[config.mk]
export PLATFORM = sky130hd
export DESIGN_NAME = bpa_front
export DESIGN_NICKNAME = d
export VERILOG_FILES = /design/src/rtl/core/buddy_page_allocator_unit_defines.svh /design/src/rtl/core/bpa_pkg.sv /design/src/rtl/core/bpa_front.sv
export SDC_FILE = /design/constraint.sdc
export NUM_CORES = 1
export LEC_CHECK = 0
export BUFFER_PORTS_ARGS = -buffer_cell sky130_fd_sc_hd__buf_4
export CAP_MARGIN = 20
export CELL_PAD_IN_SITES_DETAIL_PLACEMENT = 0
export CELL_PAD_IN_SITES_GLOBAL_PLACEMENT = 1
export CORE_MARGIN = 3
export CORE_UTILIZATION = 31
export DETAILED_ROUTE_END_ITERATION = 10
export GPL_ROUTABILITY_DRIVEN = 0
export PLACE_DENSITY_LB_ADDON = 0.2
export SLEW_MARGIN = 25
export SYNTH_ARGS = -nofsm -noshare
export SYNTH_HDL_FRONTEND = slang
export SYNTH_SLANG_ARGS = --single-unit
[constraint.sdc]
create_clock -name vclk -period 3
set_input_delay 0.15 -clock vclk [all_inputs]
set_output_delay 0.15 -clock vclk [all_outputs]
set_load 0.05 [all_outputs]
[src/rtl/core/buddy_page_allocator_unit_defines.svh]
// ----------------------------------------------------------------------------
// buddy page allocator assertion macros
// concurrent checks clocked on clk and held off during rst
// ----------------------------------------------------------------------------
`ifndef BUDDY_PAGE_ALLOCATOR_UNIT_DEFINES_SVH
`define BUDDY_PAGE_ALLOCATOR_UNIT_DEFINES_SVH

`ifndef SYNTH
// property checked on every edge outside reset
`define BPA_ASSERT(label, prop) \
  label: assert property (@(posedge clk) disable iff (rst) (prop)) \
    else $error("buddy allocator check failed");
// condition in one cycle implies a property in the next
`define BPA_ASSERT_NEXT(label, cond, prop) \
  label: assert property (@(posedge clk) disable iff (rst) (cond) |=> (prop)) \
    else $error("buddy allocator sequencing check failed");
`else
`define BPA_ASSERT(label, prop)
`define BPA_ASSERT_NEXT(label, cond, prop)
`endif

`endif

[src/rtl/core/bpa_pkg.sv]
// ----------------------------------------------------------------------------
// bpa_pkg
// shared types, constants and helpers of the buddy page allocator
// ----------------------------------------------------------------------------
package bpa_pkg;

  localparam int MAX_ORDER = 10;
  localparam int PAGES     = 1024;
  localparam int NLISTS    = MAX_ORDER + 1;
  localparam int IW        = 10;  // page index width
  localparam int CW        = 11;  // page count width
  localparam int OW        = 4;   // order width

  localparam logic [1:0] ST_OK    = 2'd0;
  localparam logic [1:0] ST_NOBLK = 2'd1;
  localparam logic [1:0] ST_ZERO  = 2'd2;
  localparam logic [1:0] ST_RANGE = 2'd3;

  // request class decided by the front end
  typedef enum logic [1:0] {
    K_ZERO  = 2'd0,
    K_BIG   = 2'd1,
    K_ALLOC = 2'd2,
    K_FREE  = 2'd3
  } kind_t;

  typedef struct packed {
    kind_t          kind;
    logic [OW-1:0]  k;
    logic [CW-1:0]  n;
    logic [IW-1:0]  b;
  } req_t;

  typedef struct packed {
    logic [1:0]     status;
    logic [IW-1:0]  where;
    logic [CW-1:0]  free;
  } res_t;

  // per-page block descriptor
  typedef struct packed {
    logic           head;
    logic [OW-1:0]  ord;
  } hd_t;

  function automatic logic [CW-1:0] pow2(logic [OW-1:0] o);
    pow2 = CW'(1) << o;
  endfunction

  // smallest k with 2^k >= n, saturating at 11
  function automatic logic [OW-1:0] ceil_log2(logic [CW-1:0] n);
    logic [OW-1:0] k;
    k = '0;
    for (int i = 0; i < CW; i++) begin
      if ((12'(1) << i) < 12'(n)) k = OW'(i + 1);
    end
    ceil_log2 = k;
  endfunction

endpackage

[src/rtl/core/bpa_front.sv]
// ----------------------------------------------------------------------------
// bpa_front
// accepts requests and classifies them before they enter the queue
// ----------------------------------------------------------------------------
module bpa_front (
  input  logic                  s_tvalid,
  output logic                  s_tready,
  input  logic [23:0]           s_tdata,
  input  logic [0:0]            s_tuser,
  input  logic [bpa_pkg::CW-1:0] pool_pages,
  input  logic                  init_busy,
  input  logic                  q_ready,
  output logic                  q_push,
  output bpa_pkg::req_t         q_req
);

  logic [bpa_pkg::CW-1:0] n;
  logic [bpa_pkg::IW-1:0] b;
  logic [bpa_pkg::OW-1:0] k;

  assign n = s_tdata[10:0];
  assign b = s_tdata[20:11];
  assign k = bpa_pkg::ceil_log2(n);

  // no request taken while the pool is being rebuilt
  assign s_tready = q_ready && !init_busy;
  assign q_push   = s_tvalid && s_tready;

  // classify
  always_comb begin
    q_req.k = k;
    q_req.n = n;
    q_req.b = b;
    if (n == '0) begin
      q_req.kind = bpa_pkg::K_ZERO;
    end else if (s_tuser[0] == 1'b0) begin
      q_req.kind = (k > bpa_pkg::OW'(bpa_pkg::MAX_ORDER)) ? bpa_pkg::K_BIG : bpa_pkg::K_ALLOC;
    end else begin
      q_req.kind = ((12'(b) + 12'(n)) > 12'(pool_pages)) ? bpa_pkg::K_BIG : bpa_pkg::K_FREE;
    end
  end

endmodule

==> results of run 1 <==
## power by group
part           internal (mW)  switching, mW  leakage (nW)
combinational          0.192          0.241         0.900
clock                      0              0             0
sequential                 0              0             0
total                  0.192          0.241         0.900
## cells by family after synthesis
| kind of cell | after synthesis | share of synthesized area, % |
|---|---|---|
| compound gates | 52 | 28.21 |
| simple gates | 53 | 24.77 |
| xor+xnor | 5 | 3.658 |
| fa+ha+maj | 23 | 24.56 |
| buf+inv | 36 | 17.97 |
| mux | 1 | 0.8360 |
## final cells by class
class,instances,area (um^2)
Tap cell,46,57.56
Inverter,14,52.55
Timing Repair Buffer,84,656.9
Multi-Input combinational cell,134,1091
Fill cell,376,1663
## critical path: stages
cell and delay (ps):
buf_8 100, ha_4 160, fa_2 350, a21o_1 220, a21boi_2 180, o21bai_1 120
xor2_1 170, ha_1 300, o21ai_1 70, o21ai_1 120, o211ai_1 140, a311oi_4 380
o32ai_4 130, buf_6 170
## cell usage after synthesis, types with 2 or more instances
cell        n  area, um^2
xor2_1      2       17.52
xnor2_1     3       26.28
o21bai_1    2       15.01
ha_1       21       262.8
o21ai_1     5       25.02
a21oi_1    13       65.06
o21ai_0     9       45.04
a211oi_1    6       45.04
nand2_1     6       22.52
nor3_1      4       20.02
and3_1      2       12.51
a21o_1      2       15.01
nand3_1     4       20.02
nand2b_1    4       25.02
inv_1      13       48.80
o211ai_1    2       15.01
buf_4      21       157.7
or2_2       2       12.51
nor2_1     17       63.81
a2111oi_0   2       17.52
## per-layer routing
| metal | part of all wire [%] | wire length [um] |
|---|---|---|
| met1 | 46 | 1622 |
| met2 | 50 | 1751 |
| met3 | 4.6 | 161 |
| met4 | 0 | 0 |
| met5 | 0 | 0 |
## repair_timing
item / CTS / global route
pin swaps: 3 / 19
resized for setup: 5 / 20
setup buffers: 0 / 3
setup endpoints to repair: 1 / 1
## path summary, 6_finish.rpt
kind | depth (start not counted) | startpoint | end
max | 14 | s_tdata[11] | q_req[26]
min | 2 | s_tdata[11] | q_req[0]
## metrics by stage
step / setup TNS (ps) / total power, mW / utilization [%] / hold slack, ps / area, um^2
6_report: 0 / 0.4333 / 52.77 / 562.2 / 1858
5_1_grt: -79.46 / 0.4736 / 52.77 / 570.7 / 1858
4_1_cts: 0 / 0.3976 / 49.54 / 569.1 / 1744
3_5_place_dp: -127.3 / 0.3885 / 48.93 / 569.1 / 1723
3_3_place_gp: -143.0 / 0.3832 / 48.93 / 568.2 / 1723
2_1_floorplan: 0 / 0.2586 / - / 467.1 / 1205
==> summary.md, run 1 <==
| Metric | Value |
|---|---|
| Largest net degree at the start of global routing | 11 |
| Nets | 295 |
| HPWL Detailed | 2.920 mm |
| Slew Limit Fails | 0 |
| Status | finished clean |
| Share of layout cells above drive strength 1 | 46.12% |
| Most common cell after layout, fill and taps aside | buf_4 |
| Critical Path Sink Type | output port |
| Initial antenna violation count | 0 |
| Met2 usage | 24.31% |
| Worst setup margin | 81.53 ps |
| Synthesis-to-layout area growth | 55.17% |
| Syn nets | 231 |
| RSZ-0062 raised after global routing | true |
| Sequential fraction of the synthesis area | 0% |
| Site Rows | 21 |
| Grt peak-use layer | met2 |
| CP Max Fanout | 3 |
| Worst Max-Slew Pin Slew | 477.6 ps |
| Detailed Route Iter0 Violations | 20 |
| Gr ovfl total | 0 |
| Antenna diodes | 0 |
| Die footprint | 4644 um^2 |
| Antenna Nets Post-Route | 0 |
| Die height | 68.15 um |
| Hold Fails Final Rpt | 0 |
| Initial Util | 34.01% |
| Critical Path RT | 2850 ps |
| GR met1 Demand/Resource | 20.29% |
| Number of global-route vias before repair | 1311 |
| Startpoint Class | input port |
| DRC | 0 |
| Count of different cell masters after synthesis | 50 |
| First-pass iteration count of the detailed router | 4 |
| Part of the cycle the worst path needs | 97.28% |
| FF+latch area | 0 um^2 |
| Routed vias/inst | 5.058 |
| Synth warn | 0 |
| Core ar. | 3521 um^2 |
| Port Buf Inserts | 65 |
| I/O pin count | 68 |
| FF+latch count | 0 |
| Max Fclk | 0.3426 GHz |
| Syn Inst Count | 170 |
| Arrival @ worst endpoint | 2770 ps |
| Most frequent cells in the layout | buf_4, ha_1, nor2_1 |
| Vias | 1406 |
| First-pass GRT wire length | 5.313 mm |
| Post-Syn Area | 1197 um^2 |
| Non-filler cells, final | 278 |
| Clkbuf count | 0 |
| PwrDens | 233.2 nW/um^2 |
| Setup violators final | 0 |
| Gr usage total | 13.99% |
| Setup slack at placement | -127.3 ps |
| VDD IR-drop max | 0.1159 mV |
| Die X | 68.15 um |
| Hold buffer count at cts | 0 |
| Wirelength per Cell | 12.72 um |
| Max-cap violation count | 0 |
| Worst Setup Path Type | input port to output port |
| Final WL | 3.535 mm |
| Synthesized area per cell | 7.044 um^2 |
| Tmin final | 2918 ps |
| DP Cell Count | 277 |
| Hold WC Path Type | input port to output port |
| M3 GR Usage | 0.1642% |
| Leakage Power | 0.9002 nW |
| Slew margin rel. | 67.33% |
Note: power is estimated with default switching activity, not from simulation.
==> run 2, diff against run 1 <==
--- a/config.mk
+++ b/config.mk
@@ -13,6 +13,7 @@
 export CORE_UTILIZATION = 31
 export DETAILED_ROUTE_END_ITERATION = 10
 export GPL_ROUTABILITY_DRIVEN = 0
+export GPL_TIMING_DRIVEN = 0
 export PLACE_DENSITY_LB_ADDON = 0.2
 export SLEW_MARGIN = 25
 export SYNTH_ARGS = -nofsm -noshare
==> run 2 against run 1 <==
  * Die area unchanged
  * Setup slack improved by 35 ps
  * First-iteration DRC count up 60%
  * Critical endpoint unchanged
  * Largest cell class unchanged
==> summary.md, run 2 (same netlist as run 1, synthesis figures left out) <==
| Metric | Value |
|---|---|
| Max-cap violation count | 0 (unchanged) |
| Initial antenna violation count | 0 (unchanged) |
| Pint | 178.9 uW (-6.8%) |
| Worst setup margin | 116.2 ps (+34.69 ps) |
| Critical path's largest stage delay | 370 ps (about the same) |
| Tmin final | 2884 ps (-34.69 ps) |
| Clk network pwr share | 0% (unchanged) |
| Setup slack at placement | -318.4 ps (-191.2 ps) |
| Vias | 1421 (+1.1%) |
| Slew margin rel. | 74.43% (+7.1 points) |
| Share of layout cells above drive strength 1 | 47.88% (+1.8 points) |
| Hold slack | 555.2 ps (-6.961 ps) |
| Most frequent cells in the layout | buf_4, nor2_1, ha_1 |
| Hold buffer count at cts | 0 (unchanged) |
| Antenna Nets Post-Route | 0 (unchanged) |
| First-pass iteration count of the detailed router | 4 (unchanged) |
| Part of the cycle the worst path needs | 96.13% (-1.2 points) |
| Setup TNS Final | 0 ps (unchanged) |
| DP Cell Count | 280 (+1.1%) |
| Most common cell after layout, fill and taps aside | buf_4 |
| Die footprint | 4644 um^2 (unchanged) |
| DRC | 0 (unchanged) |
| VDD IR-drop max | 0.1020 mV (-12%) |
| Worst Path Buf+Inv | 2 (unchanged) |
| Worst hold path cell count | 2 (unchanged) |
| Flop pwr share | 0% (unchanged) |
| Switching pwr | 228.8 uW (-5.2%) |
| Crit-path leading delay family | compound AO/OA/AOI/OAI gates |
| Placed Area | 1743 um^2 (+1.2%) |
| Status | finished clean |
| Antenna diodes | 0 (unchanged) |
| Largest net degree at the start of global routing | 11 (unchanged) |
| Tot Pwr | 407.7 uW (-5.9%) |
| Critical Path Sink Type | output port |
| Filler cells | 377 (+0.27%) |
| HPWL Detailed | 2.872 mm (-1.7%) |
| Hold Fails Final Rpt | 0 (unchanged) |
| Logic pwr share | 100.0% (about the same) |
| Non-filler cells, final | 282 (+1.4%) |
| Grt peak-use layer | met2 |
| PwrDens | 218.7 nW/um^2 (-6.2%) |
| Hold WC Path Type | input port to output port |
| Slowest CP cell | a2111o_1 |
| I/O pin count | 68 (unchanged) |
| Setup violators final | 0 (unchanged) |
| Core ar. | 3521 um^2 (unchanged) |
| Site Rows | 21 (unchanged) |
| Initial Util | 34.01% (unchanged) |
| RSZ-0062 raised after global routing | true |
| Multi-input gate area | 1085 um^2 (-0.57%) |
| M3 GR Usage | 0.3284% (+0.16 points) |
| Gr ovfl total | 0 (unchanged) |
| Number of global-route vias before repair | 1258 (-4.0%) |
| Switching part of the total | 56.12% (+0.41 points) |
| Final WL | 3.366 mm (-4.8%) |
| Detailed Route Iter0 Violations | 32 (+60%) |
| FF+latch count | 0 (unchanged) |
| First-pass GRT wire length | 5.333 mm (+0.38%) |
| Post-route cell area | 1864 um^2 (+0.34%) |
| Post-layout util | 52.95% (+0.18 points) |
| Die X | 68.15 um (unchanged) |
| Startpoint Class | input port |
| Max Fclk | 0.3468 GHz (+1.2%) |
| Slew Limit Fails | 0 (unchanged) |
| Critical Path RT | 2850 ps (about the same) |
| GR met1 Demand/Resource | 20.89% (+0.60 points) |
| Worst Setup Path Type | input port to output port |
| WP depth | 13 (-1) |
| Port Buf Inserts | 64 (-1.5%) |
| CP Max Fanout | 3 (unchanged) |
| Worst Max-Slew Pin Slew | 373.8 ps (-103.8 ps) |
| Arrival @ worst endpoint | 2730 ps (-40 ps) |
| Routed vias/inst | 5.039 (-0.37%) |
| Gr usage total | 14.23% (+0.24 points) |
| Leakage Power | 0.9091 nW (+0.98%) |
| Worst path cell trace | buf_4, ha_4, fa_2, a21o_1, a21boi_2, o21ai_2, a2111o_1, o211ai_1, ha_1, and3_4, a311oi_2, o32ai_2, buf_6 |
| Clkbuf count | 0 (unchanged) |
| Die height | 68.15 um (unchanged) |
| Nets | 299 (+1.4%) |
| FF+latch area | 0 um^2 (unchanged) |
| Wirelength per Cell | 11.94 um (-6.1%) |
| Met2 usage | 24.43% (+0.12 points) |
| Synthesis-to-layout area growth | 55.70% |
[run 2: power groups by stage]
stage	logic (mW)	registers (mW)	clock network (mW)
floorplan	0.259	0	0
global placement	0.376	0	0
detailed placement	0.379	0	0
CTS	0.403	0	0
global route	0.451	0	0
finish	0.408	0	0
[run 2: layer usage]
metal  vias up  part of all wire [%]
met1       633                    48
li1        743                     -
met3         0                   4.8
met4         0                     0
met2        45                    47
met5         -                     0
[run 2: area by class of cell]
class	count	share of cell area, %
buffer	22	8.725
inverter	14	2.819
multi-input combinational	134	58.19
tap	46	3.087
timing repair buffer	66	27.18
[run 2: timing repair]
item | CTS | global route
setup buffers | 2 | 0
gates resized for setup | 12 | 6
setup endpoints to repair | 1 | 1
pin swaps | 7 | 3
[run 2: path summary, 6_finish.rpt]
check	slack, ps	end	start
max	120	q_req[26]	s_tdata[11]
min	560	q_req[20]	s_tdata[10]
