### src/rtl/core/buddy_page_allocator_unit_defines.svh
// ----------------------------------------------------------------------------
// buddy page allocator assertion macros
// concurrent checks clocked on clk and held off during rst
// ----------------------------------------------------------------------------
`ifndef BUDDY_PAGE_ALLOCATOR_UNIT_DEFINES_SVH
`define BUDDY_PAGE_ALLOCATOR_UNIT_DEFINES_SVH

`ifndef SYNTH
// property checked on every edge outside reset
`define BPA_ASSERT(label, prop) \
  label: assert property (@(posedge clk) disable iff (rst) (prop)) \
    else $error("buddy allocator check failed");
// condition in one cycle implies a property in the next
`define BPA_ASSERT_NEXT(label, cond, prop) \
  label: assert property (@(posedge clk) disable iff (rst) (cond) |=> (prop)) \
    else $error("buddy allocator sequencing check failed");
`else
`define BPA_ASSERT(label, prop)
`define BPA_ASSERT_NEXT(label, cond, prop)
`endif

`endif

### src/rtl/core/bpa_pkg.sv
// ----------------------------------------------------------------------------
// bpa_pkg
// shared types, constants and helpers of the buddy page allocator
// ----------------------------------------------------------------------------
package bpa_pkg;

  localparam int MAX_ORDER = 10;
  localparam int PAGES     = 1024;
  localparam int NLISTS    = MAX_ORDER + 1;
  localparam int IW        = 10;  // page index width
  localparam int CW        = 11;  // page count width
  localparam int OW        = 4;   // order width

  localparam logic [1:0] ST_OK    = 2'd0;
  localparam logic [1:0] ST_NOBLK = 2'd1;
  localparam logic [1:0] ST_ZERO  = 2'd2;
  localparam logic [1:0] ST_RANGE = 2'd3;

  // request class decided by the front end
  typedef enum logic [1:0] {
    K_ZERO  = 2'd0,
    K_BIG   = 2'd1,
    K_ALLOC = 2'd2,
    K_FREE  = 2'd3
  } kind_t;

  typedef struct packed {
    kind_t          kind;
    logic [OW-1:0]  k;
    logic [CW-1:0]  n;
    logic [IW-1:0]  b;
  } req_t;

  typedef struct packed {
    logic [1:0]     status;
    logic [IW-1:0]  where;
    logic [CW-1:0]  free;
  } res_t;

  // per-page block descriptor
  typedef struct packed {
    logic           head;
    logic [OW-1:0]  ord;
  } hd_t;

  function automatic logic [CW-1:0] pow2(logic [OW-1:0] o);
    pow2 = CW'(1) << o;
  endfunction

  // smallest k with 2^k >= n, saturating at 11
  function automatic logic [OW-1:0] ceil_log2(logic [CW-1:0] n);
    logic [OW-1:0] k;
    k = '0;
    for (int i = 0; i < CW; i++) begin
      if ((12'(1) << i) < 12'(n)) k = OW'(i + 1);
    end
    ceil_log2 = k;
  endfunction

endpackage

### src/rtl/core/bpa_queue.sv
// ----------------------------------------------------------------------------
// bpa_queue
// two-entry request queue between front end and back end
// ----------------------------------------------------------------------------
module bpa_queue (
  input  logic          clk,
  input  logic          rst,
  input  logic          push,
  input  bpa_pkg::req_t push_req,
  output logic          ready,
  input  logic          pop,
  output logic          valid,
  output bpa_pkg::req_t head
);

  bpa_pkg::req_t entry [2];
  logic       wr_ptr;
  logic       rd_ptr;
  logic [1:0] count;

  assign ready = (count != 2'd2);
  assign valid = (count != 2'd0);
  assign head  = entry[rd_ptr];

  // pointers and fill level
  always_ff @(posedge clk) begin
    if (rst) begin
      wr_ptr <= 1'b0;
      rd_ptr <= 1'b0;
      count  <= 2'd0;
    end else begin
      if (push) wr_ptr <= ~wr_ptr;
      if (pop) rd_ptr <= ~rd_ptr;
      count <= count + 2'(push) - 2'(pop);
    end
  end

  // storage
  always_ff @(posedge clk) begin
    if (push) entry[wr_ptr] <= push_req;
  end

endmodule

### config.mk
export PLATFORM = sky130hd
export DESIGN_NAME = bpa_queue
export DESIGN_NICKNAME = d
export VERILOG_FILES = /design/src/rtl/core/buddy_page_allocator_unit_defines.svh /design/src/rtl/core/bpa_pkg.sv /design/src/rtl/core/bpa_queue.sv
export SDC_FILE = /design/constraint.sdc
export NUM_CORES = 1
export LEC_CHECK = 0
export BUFFER_PORTS_ARGS = -buffer_cell sky130_fd_sc_hd__buf_2
export CAP_MARGIN = 20
export CORE_MARGIN = 2
export CORE_UTILIZATION = 55
export DETAILED_ROUTE_END_ITERATION = 6
export PLACE_DENSITY = 0.87
export SYNTH_ARGS = -nofsm -noshare
export SYNTH_HDL_FRONTEND = slang
export SYNTH_SLANG_ARGS = --single-unit
### constraint.sdc
create_clock -name clk -period 4.58 [get_ports clk]
set_clock_uncertainty 0.05 [all_clocks]
set_input_delay 0.229 -clock clk [delete_from_list [all_inputs] [get_ports clk]]
set_output_delay 0.229 -clock clk [all_outputs]
set_load 0.02 [all_outputs]
==> flow_metrics.py, run 1 <==
metrics = {
    "status": {
        "status": "completed",
    },
    "clock_network": {
        "path_clk_slew_ns": 0.06,
        "cts_resized": 0,
        "clk_latency_ns": 0.32,
        "clockBufferDepth": 2,
        "postCtsSetupRepairBufs": 0,
        "cts_tree": "done",
        "cts_htree_levels": 3,
        "cts_made_buffers": 9,
        "holdBufCountCts": 0,
        "clock-sinks": 59,
        "cts_root_buf": "clkbuf_8",
    },
    "finish": {
        "postLayoutCoreUtil_pct": 70.57,
        "area_delta_synth_final_pct": 23.55,
        "layout-drive-gt1-share_pct": 58.66,
        "diodes": 0,
        "final_cell_count_no_fill": 229,
        "num-fill-cells": 280,
        "nNetsFinal": 207,
    },
    "logic_synthesis": {
        "synth_area_um2": 2268,
        "synth_fp_nets": 138,
        "synth_cell_type_count": 15,
        "syn_inst": 105,
        "synth_top_area_share_pct": 71.48,
        "ys_top_cells_by_area": "edfxtp_1 (71%), mux2_4 (13%), dfxtp_1 (4.4%)",
        "synth.largest_area_cell": "edfxtp_1",
        "synth_warnings": 0,
        "yosysSeqAreaShare_pct": 75.90,
        "syn_area_per_cell_um2": 21.60,
        "synth_seq_cells": 59,
    },
    "place": {
        "pre_cts_slack_ns": 2.841,
        "placed_cells": 213,
        "port_buffers": 59,
        "gp_congestion": 0.6928,
    },
    "global_route": {
        "antenna_found_initial": 0,
        "grt_max_degree": 28,
        "grt_pass1_wl_um": 5264,
        "grt.total_usage_pct": 17.08,
        "grt_overflow": 0,
        "grt_pass1_vias": 1133,
    },
    "worst_setup_path": {
        "crit_chain": "mux2_2 > buf_2",
        "worstReg2RegEnd": "count[1]",
        "path_class": "reg -> out",
        "worst-path-buf-inv": 1,
        "crit_family": "flip-flops",
        "path_max_fanout": 27,
        "worstPathRequired_ns": 4.30,
        "reg2reg_from": "count[0]",
        "critPathMaxStageDelay_ns": 0.87,
        "r2r_cells": 6,
        "rrSetupSlack_ns": 3.28,
        "cp.arrival_ns": 1.77,
        "worst_path_max_delay_cell": "dfxtp_2",
        "startpoint_type": "register",
        "end_kind": "output port",
    },
    "sta": {
        "finalSetupTns_ns": 0,
        "layout_setup_ws_ns": 2.528,
        "fin_crit_sh_pct": 44.81,
        "fmax_mhz": 487.3,
        "worstMarginPinSlew_ns": 0.8218,
        "setup_viol": 0,
        "rsz0062_at_grt": "false",
        "finalHoldViolations": 0,
        "min_period_ns": 2.052,
        "slew_headroom_pct": 45.21,
        "final_max_slew_viol_count": 0,
    },
    "power_and_ir_drop": {
        "p_leak_nw": 1.131,
        "power_w": 0.001313,
        "vdd_drop_max_mv": 0.3217,
        "power_density_nw_per_um2": 468.5,
    },
    "die": {
        "row_count": 23,
        "die_area_um2": 4654,
        "die_w_um": 68.22,
        "start_util_pct": 57.12,
        "die-height_um": 68.22,
        "ios": 60,
        "core_um2": 3971,
    },
    "job": {
        "maxCapViolCount": 0,
    },
    "routing": {
        "post_drt_wl_per_cell_um": 15.32,
        "dr.pass1.iters": 4,
        "initialDrtViolationCount": 56,
        "drt-total-wl_um": 3508,
        "route.antenna.remaining_nets": 0,
        "dr_total_vias": 1128,
        "avgViaCountPerCell": 4.926,
        "drc": 0,
    },
    "worst_hold_path": {
        "hp-class": "in -> reg",
        "hold_end": "entry[1][22]",
        "min_from": "push_req[22]",
        "holdPathStages": 1,
    },
}
## how the worst max path moves through the flow
| stage | slack (ns) | end | depth (start not counted) | startpoint |
|---|---|---|---|---|
| after floorplan | 2.57 | entry[0][0] | 1 | wr_ptr |
| after global placement | 2.89 | head[0] | 2 | register |
| after detailed placement | 2.84 | head[3] | 2 | register |
| after CTS | 2.47 | head[3] | 2 | register |
| after global routing | 2.41 | head[3] | 2 | register |
| final | 2.53 | head[3] | 2 | register |
## area by class of cell
type	instances	area [µm²]	share of cell area (%)
Timing Repair Buffer	61	310.3	11.07
Clock buffer	11	131.4	4.687
Sequential cell	59	1723	61.47
Multi-Input combinational cell	41	490.5	17.50
Inverter	2	7.507	0.2679
Tap cell	50	62.56	2.232
Clock inverter	5	77.57	2.768
## worst reg2reg max path, stage by stage (launching register included)
cell and delay (ns):
dfxtp_1 0.33, inv_1 0.06, ha_1 0.27, inv_1 0.06, ha_1 0.15, xnor3_1 0.22, nor2_1 0.10
## flip-flops by register name (all words and copies together), names as in the netlist, named ones only
| name | flops |
|---|---|
| count | 2 |
| entry | 54 |
| rd_ptr | 1 |
| wr_ptr | 1 |
## cells in the final DEF (no fill, tap or decap), drive strengths merged, types with 2 or more instances in the layout
cell type,netlist,layout
nor2,4,4
edfxtp,54,54
bufinv,0,2
mux2,27,27
inv,2,2
clkinv,0,2
clkbuf,0,11
buf,3,61
ha,2,2
dfxtp,5,5
nor2b,2,2
xnor2,2,2
## layer usage
layer	GRT usage, %	share of wire, %	up-vias
met1	16.91	34	543
met3	8.717	8.1	5
li1	-	-	539
met2	29.00	56	41
met5	0	0	-
met4	9.000	1.5	0
## cells in the mapped netlist
cell type  count
ha_1           2
nor2_1         4
edfxtp_1      54
and2_1         1
xnor2_1        2
or2_2          1
buf_12         2
buf_6          1
mux2_2         7
inv_1          2
nand2_1        1
mux2_4        20
xnor3_1        1
dfxtp_1        5
nor2b_1        2
## stage by stage
step / hold slack [ns] / area [µm²]
floorplan: 0.2506 / 2268
global placement: 0.3670 / 2594
detailed placement: 0.3701 / 2594
CTS: 0.01603 / 2803
global route: 0.02034 / 2803
finish: 0.04068 / 2803
## cell families after synthesis
family,share of synthesized area (%)
flip-flops,75.90
multiplexers,16.71
AND/OR/NAND/NOR,1.930
buffers and inverters,2.593
XOR/XNOR,1.765
adder cells (fa/ha/maj),1.103
## power by group
part / internal (W) / switching [W] / total [W]
sequential: 0.000628 / 0.0000233 / 0.000652
combinational: 0.0000849 / 0.0000867 / 0.000172
clock: 0.000304 / 0.000185 / 0.000490
total: 0.00102 / 0.000295 / 0.00131
Note: power is estimated with default switching activity, not from simulation.
==> run 2: changes to the inputs <==
--- a/config.mk
+++ b/config.mk
@@ -8,9 +8,9 @@
 export BUFFER_PORTS_ARGS = -buffer_cell sky130_fd_sc_hd__buf_2
 export CAP_MARGIN = 20
 export CORE_MARGIN = 2
-export CORE_UTILIZATION = 55
+export CORE_UTILIZATION = 51
 export DETAILED_ROUTE_END_ITERATION = 6
-export PLACE_DENSITY = 0.87
+export PLACE_DENSITY = 0.82
 export SYNTH_ARGS = -nofsm -noshare
 export SYNTH_HDL_FRONTEND = slang
 export SYNTH_SLANG_ARGS = --single-unit
==> constraint.sdc (replaced) <==
create_clock -name clk -period 1.92 [get_ports clk]
set_clock_uncertainty 0.05 [all_clocks]
set_input_delay 0.096 -clock clk [delete_from_list [all_inputs] [get_ports clk]]
set_output_delay 0.096 -clock clk [all_outputs]
set_load 0.02 [all_outputs]
==> flow_metrics.py, run 2 (synthesis gave the netlist of run 1 again) <==
metrics = {
    "finish": {
        "area_delta_synth_final_pct": 36.85,
        "largest_reg_flops": 54,
        "final_cell_mix": "buf_2 (59), edfxtp_1 (54), dlygate4sd3_1 (30)",
        "nNetsFinal": 240,
        "fin_area_um2": 3104,
        "reg_top3": "entry x54, count x2",
        "regMostFlops": "entry",
        "final_common_cell": "buf_2",
        "diodes": 0,
        "num-fill-cells": 288,
        "layout.area.seq_um2": 1723,
        "multi_input_area_um2": 490.5,
        "layout-drive-gt1-share_pct": 49.29,
        "postLayoutCoreUtil_pct": 71.79,
    },
    "global_route": {
        "grt.total_usage_pct": 16.30,
        "grt_pass1_wl_um": 5871,
        "grt_overflow": 0,
        "grt_max_degree": 18,
        "grt_pass1_vias": 1333,
        "antenna_found_initial": 0,
    },
    "sta": {
        "finalSetupTns_ns": 0,
        "rsz0062_at_grt": "false",
        "slew_headroom_pct": 78.75,
        "final_max_slew_viol_count": 0,
        "fmax_mhz": 585.1,
        "fin_crit_sh_pct": 89.02,
        "setup_viol": 0,
        "finalHoldViolations": 0,
        "worstMarginPinSlew_ns": 0.3188,
        "min_period_ns": 1.709,
    },
    "routing": {
        "dr_total_vias": 1251,
        "drc": 0,
        "dr.pass1.iters": 4,
        "initialDrtViolationCount": 76,
        "route.antenna.remaining_nets": 0,
        "drt-total-wl_um": 3904,
        "avgViaCountPerCell": 4.757,
        "post_drt_wl_per_cell_um": 14.84,
    },
    "die": {
        "start_util_pct": 52.46,
        "core_um2": 4324,
        "die_area_um2": 4997,
        "ios": 60,
        "die_w_um": 70.69,
        "die-height_um": 70.69,
        "row_count": 24,
    },
    "power_and_ir_drop": {
        "p_leak_nw": 1.259,
        "vdd_drop_max_mv": 0.7228,
        "power_density_nw_per_um2": 971.8,
    },
    "worst_hold_path": {
        "hp-class": "in -> reg",
        "holdPathStages": 3,
    },
    "worst_setup_path": {
        "path_max_fanout": 17,
        "crit_family": "flip-flops",
        "critPathMaxStageDelay_ns": 0.52,
        "worstPathRequired_ns": 1.77,
        "worst-path-buf-inv": 2,
        "crit_chain": "buf_12 > mux2_4 > buf_2",
        "cp.depth": 3,
        "startpoint_type": "register",
        "r2r_cells": 6,
        "cp.arrival_ns": 1.56,
        "path_class": "reg -> out",
        "end_kind": "output port",
        "worst_path_max_delay_cell": "dfxtp_2",
    },
    "status": {
        "status": "completed",
    },
    "clock_network": {
        "path_clk_slew_ns": 0.05,
        "cts_made_buffers": 9,
        "cts_root_buf": "clkbuf_8",
        "clock-sinks": 59,
        "cts_htree_levels": 3,
        "cts_tree": "done",
        "clk_latency_ns": 0.32,
        "cts_resized": 0,
        "clockBufferDepth": 2,
    },
    "place": {
        "dp_hpwl_um": 2493,
        "port_buffers": 59,
        "gp_congestion": 0.6786,
        "place_area_um2": 2631,
    },
    "job": {
        "maxCapViolCount": 0,
    },
}
[run 2: where the power goes]
group          switching, W  total [W]  internal (W)
combinational      0.000241   0.000495      0.000254
sequential        0.0000381    0.00154       0.00150
clock              0.000411   0.000984      0.000573
[run 2: per-stage QoR]
stage	worst slack [ns]	cells	total power, W	hold slack, ns
4_1_cts	0.1903	263	0.003042	0.01033
6_report	0.2108	263	0.003017	0.02949
2_1_floorplan	0.4138	105	0.001870	0.1176
5_1_grt	0.1381	263	0.003133	0.05379
3_5_place_dp	0.5513	218	0.002009	0.2371
3_3_place_gp	0.5813	218	0.001986	0.2336
[run 2: final cells by class]
cell class / instances / area share (%)
tap: 52 / 2.096
clock inverter: 5 / 1.451
timing repair buffer: 94 / 20.80
clock buffer: 10 / 4.111
sequential: 59 / 55.50
multi-input combinational: 41 / 15.80
inverter: 2 / 0.2418
[run 2: what timing repair did]
item	CTS	global route
buffers inserted	0	0
hold buffers	30	0
hold endpoints to repair	59	0
[run 2: per-layer routing]
| metal | vias to the layer above | wire, µm | track usage (%) |
|---|---|---|---|
| li1 | 608 | - | - |
| met1 | 581 | 1472 | 17.41 |
| met2 | 52 | 2068 | 27.93 |
| met3 | 10 | 265 | 5.698 |
| met4 | 0 | 97 | 9.434 |
| met5 | - | 0 | 0 |
[run 2: final timing paths]
check / slack [ns] / from / end
worst max-delay path: 0.21 / register / head[10]
worst min-delay path: 0.03 / push / wr_ptr
worst max register to register: 0.60 / count[0] / count[1]
worst min register to register: 0.47 / rd_ptr / rd_ptr
[run 2: tightest hold or removal path, stage by stage]
cell and delay, ns:
buf_2 0.13, xnor2_1 0.07, nor2_1 0.07
